===== config.mk =====
export PLATFORM = sky130hd
export DESIGN_NAME = amgs_ctrl
export DESIGN_NICKNAME = d
export VERILOG_FILES = /design/src/rtl/core/amgs_pkg.sv /design/src/rtl/core/amgs_ctrl.sv
export SDC_FILE = /design/constraint.sdc
export NUM_CORES = 1
export LEC_CHECK = 0
export ABC_AREA = 1
export BUFFER_PORTS_ARGS = -buffer_cell sky130_fd_sc_hd__buf_2
export CAP_MARGIN = 20
export CORE_AREA = 5 5 42 44
export CTS_CLUSTER_SIZE = 14
export DETAILED_ROUTE_END_ITERATION = 12
export DIE_AREA = 0 0 47 49
export GPL_TIMING_DRIVEN = 0
export PLACE_DENSITY = 0.45
export SLEW_MARGIN = 20
export SYNTH_ARGS = -nofsm -noshare
export SYNTH_HDL_FRONTEND = slang
export SYNTH_SLANG_ARGS = --single-unit

===== constraint.sdc =====
create_clock -name clk -period 1.1 [get_ports clk]
set_input_delay 0.165 -clock clk [delete_from_list [all_inputs] [get_ports clk]]
set_output_delay 0.165 -clock clk [all_outputs]
set_load 0.02 [all_outputs]

===== src/rtl/core/amgs_pkg.sv =====
// Shared types and constants of the adjacency matrix graph store.
package amgs_pkg;

  localparam int ACTION_W    = 3;
  localparam int VERTEX_W    = 6;
  localparam int WEIGHT_IN_W = 16;
  localparam int COUNT_OUT_W = 13;
  localparam int VCOUNT_W    = 7;

  localparam logic [ACTION_W-1:0] ACT_CLEAR  = 3'd0;
  localparam logic [ACTION_W-1:0] ACT_INSERT = 3'd1;
  localparam logic [ACTION_W-1:0] ACT_REMOVE = 3'd2;
  localparam logic [ACTION_W-1:0] ACT_FIRST  = 3'd3;
  localparam logic [ACTION_W-1:0] ACT_NEXT   = 3'd4;

  localparam logic [VCOUNT_W-1:0] VCOUNT_RESET = 7'd64;

  // Row select for reads and updates: row of vertex_a or row of vertex_b.
  localparam logic SEL_A = 1'b0;
  localparam logic SEL_B = 1'b1;

  typedef struct packed {
    logic load;
    logic clear_all;
    logic rd_row;
    logic rd_sel;
    logic upd_row;
    logic upd_sel;
    logic scan_enc;
    logic wt_rd;
  } amgs_cmd_t;

  typedef struct packed {
    logic [ACTION_W-1:0] action;
    logic                reject;
    logic                self_loop;
  } amgs_stat_t;

endpackage


===== src/rtl/core/amgs_ctrl.sv =====
// Controller state machine that sequences each graph transaction.
module amgs_ctrl
  import amgs_pkg::*;
  (input  logic       clk,
   input  logic       rst,
   input  logic       start,
   input  amgs_stat_t stat,
   output amgs_cmd_t  cmd,
   output logic       busy,
   output logic       done);

  localparam logic [2:0] S_IDLE     = 3'd0;
  localparam logic [2:0] S_DISPATCH = 3'd1;
  localparam logic [2:0] S_ROW_A    = 3'd2;
  localparam logic [2:0] S_ROW_B    = 3'd3;
  localparam logic [2:0] S_SCAN_ROW = 3'd4;
  localparam logic [2:0] S_SCAN_WT  = 3'd5;
  localparam logic [2:0] S_DONE     = 3'd6;

  logic [2:0] state;
  logic [2:0] state_next;

  always_ff @(posedge clk) begin
    if (rst) begin
      state <= S_IDLE;
    end else begin
      state <= state_next;
    end
  end

  always_comb begin
    state_next = state;
    cmd        = '0;
    cmd.rd_sel  = SEL_A;
    cmd.upd_sel = SEL_A;
    case (state)
      S_IDLE, S_DONE: begin
        if (start) begin
          cmd.load   = 1'b1;
          state_next = S_DISPATCH;
        end else begin
          state_next = S_IDLE;
        end
      end
      S_DISPATCH: begin
        if (stat.reject) begin
          state_next = S_DONE;
        end else begin
          case (stat.action)
            ACT_CLEAR: begin
              cmd.clear_all = 1'b1;
              state_next    = S_DONE;
            end
            ACT_INSERT, ACT_REMOVE: begin
              cmd.rd_row = 1'b1;
              state_next = S_ROW_A;
            end
            ACT_FIRST, ACT_NEXT: begin
              cmd.rd_row = 1'b1;
              state_next = S_SCAN_ROW;
            end
            default: begin
              state_next = S_DONE;
            end
          endcase
        end
      end
      S_ROW_A: begin
        cmd.upd_row = 1'b1;
        // A self loop is a single entry, so the second row is skipped.
        if (stat.self_loop) begin
          state_next = S_DONE;
        end else begin
          cmd.rd_row = 1'b1;
          cmd.rd_sel = SEL_B;
          state_next = S_ROW_B;
        end
      end
      S_ROW_B: begin
        cmd.upd_row = 1'b1;
        cmd.upd_sel = SEL_B;
        state_next  = S_DONE;
      end
      S_SCAN_ROW: begin
        cmd.scan_enc = 1'b1;
        state_next   = S_SCAN_WT;
      end
      S_SCAN_WT: begin
        cmd.wt_rd  = 1'b1;
        state_next = S_DONE;
      end
      default: begin
        state_next = S_IDLE;
      end
    endcase
  end

  assign busy = (state != S_IDLE) && (state != S_DONE);
  assign done = (state == S_DONE);

endmodule


==> out/metrics.yaml, run 1 <==
post-route-util: 0.380
cts.path.max_buffers: 2
clk_latency_ps: 230
grt_max_degree: 7
syn_inst: 46
holdWs_ps: 119
maxSlewViolCount: 0
top_register: "state"
max_slew_margin: 0.837
route.detailed.drc: 0
portBuffers: 17
cp.required_ps: 940
syn_nets: 54
grt_use_total: 0.0781
fp.dieH_um: 49
cap_violations: 0
yosysSeqAreaShare: 0.240
gp_congestion: 0.811
fmax_mhz: 756
peakVddDrop_mv: 0.943
numCtsBuffers: 3
seqCellArea_um2: 68.8
yosysMostFrequentCell: "nor2_1"
worstMarginPinSlew_ps: 242
clk_pin_slew_ps: 40
p_leak_nw: 0.274
largest_reg_flops: 3
cp_max_fo: 6
crit_type: "flop to output pin"
wl_um: 803
dr.pass1.iters: 4
finClkSkew_ps: 2.77
antenna_left: 0
dp_hpwl_um: 621
setup_ws_ps: -222
yosysTopAreaCellShare: 0.240
row_count: 14
synth_cell_types: 14
cts-htree-levels: 1
end_kind: "output pin"
pin_count: 18
n_fill_cell: 156
avgSynthCellArea_um2: 5.44
setup_viol: 9
worstHoldPathType: "input port to flop"
rsz0062_at_grt: "true"
finalSetupTns_ps: -1340
diodes: 0
synthArstFlopShare: 0
viasPerCell: 4.13
r2r_cells: 6
die_w_um: 47
synth_edf_count: 0
clkSinkCount: 3
outcome: "complete, but fails checks"
synth-seq-cells: 3
yosysWarningCount: 0
antenna_found_initial: 0
hold_buffers: 0
vias: 376
top_regs: "state x3"
drive_gt1_frac: 0.547
violations: "negative setup slack"
power_density_nw_per_um2: 2760
nets: 84
area_growth_syn_to_layout_pct: 113
syn_area_um2: 250
die-area_um2: 2300
synth_top_cell_by_area: "dfxtp_1"
timing.final.crit_share: 1.20
overflow: 0
grt_pass1_vias: 320
wl_per_cell_um: 8.82
fin_crit_ps: 1320
holdPathStages: 2
synthTopCellsByCount: "10 x nor2_1, 9 x nand2_1, 8 x inv_1, 4 x nand3_1"
core_um2: 1400
synthFlopType: "dfxtp_1"
multiInputGateArea_um2: 186
finalHoldViolCount: 0
grt_pass1_wl_mm: 1.24
cts_tree: "done"
worstSetupStartpointType: "flop"
synthTopCellsByArea: "dfxtp_1 24%, nor2_1 15%, nand2_1 14%"
cts_root_buffer: "clkbuf_4"
cp.arrival_ps: 1160
initial_core_util: 0.179
first_iter_violations: 7
-- path summary, 6_finish.rpt --
path                                     startpoint             endpoint  slack (ps)
worst max-delay path            state[1]$_SDFF_PP0_               cmd[5]        -220
worst min-delay path                            rst  state[0]$_SDFF_PP0_         120
worst max register to register  state[2]$_SDFF_PP0_  state[0]$_SDFF_PP0_          30
worst min register to register  state[0]$_SDFF_PP0_  state[0]$_SDFF_PP0_         620
-- per-stage QoR --
step	power [mW]	cells	worst slack (ps)	instance area, um2
2_1_floorplan	0.684	46	1.79	255
3_3_place_gp	0.890	79	-97.0	360
3_5_place_dp	0.879	79	-101	360
4_1_cts	1.37	88	-240	489
5_1_grt	1.60	91	-314	533
6_report	1.47	91	-222	533
-- what timing repair did --
action | CTS | global route
gates resized for setup | 25 | 6
buffers inserted | 5 | 4
pin swaps | 4 | 4
endpoints found under the setup margin | 10 | 11
-- layout make-up --
class,instances,share of cell area
multi-input combinational,34,0.350
timing repair buffer,25,0.357
clock buffer,4,0.0493
inverter,9,0.0775
tap,16,0.0376
sequential,3,0.129
-- placed cells by master, fill, tap and decap left out, drive strengths merged --
cell,synthesis,layout
nor2,11,11
dfxtp,3,3
clkbuf,0,4
nand2,9,9
nand3,4,4
nand4,1,1
o21ai,4,4
o211ai,1,1
nor3,2,2
inv,9,9
buf,0,25
a21oi,2,2
-- critical path, cell delays in order (launching register included) --
cell,delay (ps)
dfxtp_2,340
nor3_4,210
nand4_1,110
o21ai_1,110
buf_4,160
-- where the power goes --
| group | internal [mW] | switching, mW |
|---|---|---|
| Sequential | 0.183 | 0.0943 |
| Combinational | 0.470 | 0.535 |
| Clock | 0.136 | 0.0527 |
| Total | 0.789 | 0.682 |
-- logic make-up after synthesis --
kind of cell	count (synthesis)	synth area share
AND/OR/NAND/NOR	27	0.475
buffers and inverters	9	0.135
AO/OA/AOI/OAI	7	0.150
flip-flops	3	0.240
-- routing by layer --
metal,wire [um],global-route usage,up-vias
met3,69,0.0369,2
met5,0,0,-
met2,405,0.106,10
li1,-,-,205
met4,5,0.0737,0
met1,322,0.0833,159
No activity file was read; power rests on OpenSTA's default activity.
==> inputs of run 2 (changes only) <==
Settings changed: SLEW_MARGIN 20 to unset.
Clock period 1.1 ns to 1.3 ns, I/O delays scaled along.
==> run 2 against run 1 <==
  * Routed wire length grew 0.50%
  * Critical path type unchanged
  * Clock skew fell by 0.92 ps
  * The run still ends with negative setup slack left
  * Non-clock buffer count decreased by 4
  * Clock power is 14% lower
  * Register-to-register slack about the same
  * Worst hold slack gained 38 ps
  * Combinational power shrank 24%
  * Count of clock-buffer cells in the layout unchanged
==> out/metrics.yaml, run 2 (synthesized netlist as in run 1, its figures left out) <==
outcome: "complete, but fails checks"
violations: "negative setup slack"
setup_viol: 3  # -6
end_kind: "output pin"
clk_pin_slew_ps: 40  # about the same
path_cells: "nor3_4 > nand4_1 > o21ai_1 > buf_4"
max_stage_delay_ps: 360  # +20 ps
maxSlewViolCount: 0  # unchanged
drive_gt1_frac: 0.549  # +0.00263
wl_per_cell_um: 9.28  # +5.1%
fmax_mhz: 739
layout_commonest_cell: "buf_2"
critical-path-top-delay-family: "flip-flops"
fin_crit_ps: 1350
diodes: 0  # unchanged
p_seq_frac: 0.198  # +0.009
crit_type: "flop to output pin"
grt_max_degree: 7  # unchanged
area_growth_syn_to_layout_pct: 87.0
pin_count: 18  # unchanged
cts.path.max_buffers: 2  # unchanged
clk_latency_ps: 230  # about the same
place_area_um2: 355  # -1.4%
switching_share: 0.486  # +0.0222
top_register: "state"
vias: 368  # -2.1%
die-area_um2: 2300  # unchanged
cts-htree-levels: 1  # unchanged
antenna_found_initial: 0  # unchanged
crit_buf_inv: 1  # unchanged
cts_tree: "done"
gp_congestion: 0.667  # -18%
initial_core_util: 0.179  # unchanged
worstSetupStartpointType: "flop"
finClkSkew_ps: 1.85  # -0.924 ps
worstHoldPathType: "input port to flop"
core_um2: 1400  # unchanged
worstMarginPinSlew_ps: 274  # +31.5 ps
row_count: 14  # unchanged
fin_area_um2: 468  # -12%
numCtsBuffers: 3  # unchanged
p_leak_nw: 0.247  # -9.9%
finalHoldViolCount: 0  # unchanged
grt_pass1_wl_mm: 1.32  # +6.0%
cp.arrival_ps: 1160  # about the same
route.detailed.drc: 0  # unchanged
cap_violations: 0  # unchanged
max_slew_margin: 0.815  # -0.0212
setup_ws_ps: -52.9  # +169 ps
rsz0062_at_grt: "true"
clkSinkCount: 3  # unchanged
wl_um: 807  # +0.50%
final_cells: 87  # -4.4%
portBuffers: 17  # unchanged
p_clk_frac: 0.141  # +0.013
crit_slowest_cell: "dfxtp_4"
combPwrFrac: 0.661  # -0.022
cp_max_fo: 6  # unchanged
first_iter_violations: 2  # -5
antenna_left: 0  # unchanged
dp_cells: 79  # unchanged
die_w_um: 47  # unchanged
internal_power_uw: 588  # -25%
mostFrequentLayoutCells: "11 x buf_2, 9 x buf_4, 8 x nand2_1, 8 x nor2_1, 5 x inv_1"
timing.final.crit_share: 1.04
dr.pass1.iters: 4  # unchanged
p_sw_uw: 556  # -18%
finalSetupTns_ps: -98.0  # +1240 ps
grt_pass1_vias: 348  # +8.8%
largest_reg_flops: 3  # unchanged
top_regs: "state x3"
hold_buffers: 0  # unchanged
cts_root_buffer: "clkbuf_4"
cp.required_ps: 1110  # +170 ps
dp_hpwl_um: 604  # -2.8%
grt_use_total: 0.0782  # about the same
viasPerCell: 4.23  # +2.4%
power_density_nw_per_um2: 2440  # -11%
overflow: 0  # unchanged
nets: 80  # -4.8%
fp.dieH_um: 49  # unchanged
peakVddDrop_mv: 0.835  # -11%
-- run 2: cell count changes in the layout (fill, tap and decap cells not counted), moves of 2 or more --
cell / delta
buf_6: -5
buf_2: +3
inv_2: +3
buf_4: -2
inv_1: -2
-- run 2: power groups by stage --
stage / sequential [mW] / clock, mW / combinational [mW]
finish: 0.226 / 0.162 / 0.756
global route: 0.234 / 0.184 / 0.840
global placement: 0.190 / 0 / 0.560
CTS: 0.217 / 0.171 / 0.665
detailed placement: 0.187 / 0 / 0.554
floorplan: 0.176 / 0 / 0.397
-- run 2: layer usage --
metal  track usage  vias up  wire, um
li1              -      196         -
met4        0.0553        0         0
met1        0.0835      164       326
met2         0.122        8       427
met3        0.0258        0        53
met5             0        -         0
-- run 2: stage by stage --
step,worst slack (ps),power (mW),utilization,hold slack (ps)
CTS,-87.7,1.05,0.305,143
global route,-153,1.26,0.334,153
global placement,54.9,0.750,0.254,395
finish,-52.9,1.14,0.334,156
detailed placement,77.3,0.741,0.254,400
floorplan,4.76,0.574,-,264
-- run 2: path summary, 6_finish.rpt --
kind | from | to | slack (ps) | cells after the start
worst min-delay path | rst | state[0]$_SDFF_PP0_ | 160 | 2
worst max-delay path | state[1]$_SDFF_PP0_ | cmd[5] | -50 | 4
worst min register to register | state[0]$_SDFF_PP0_ | state[0]$_SDFF_PP0_ | 650 | 3
worst max register to register | state[0]$_SDFF_PP0_ | state[0]$_SDFF_PP0_ | 30 | 8
-- run 2: timing repair --
item	in CTS	in global routing
gates resized for setup	10	14
buffers inserted	3	1
hold endpoints to repair	0	0
setup endpoints to repair	6	9
pin swaps	2	2
-- run 2: worst reg2reg max path: stages, from the launching register on --
cell and delay [ps]:
dfxtp_4 350, inv_4 80, nand2_1 80, o21ai_2 150, nand2_2 80, buf_4 130
buf_4 120, buf_4 120, a21oi_2 90
-- run 2: cell type report --
cell class | count | area (um2)
multi-input combinational | 34 | 183
tap | 16 | 20.0
sequential | 3 | 68.8
inverter | 9 | 36.3
fill | 178 | 933
timing repair buffer | 21 | 134
clock buffer | 4 | 26.3
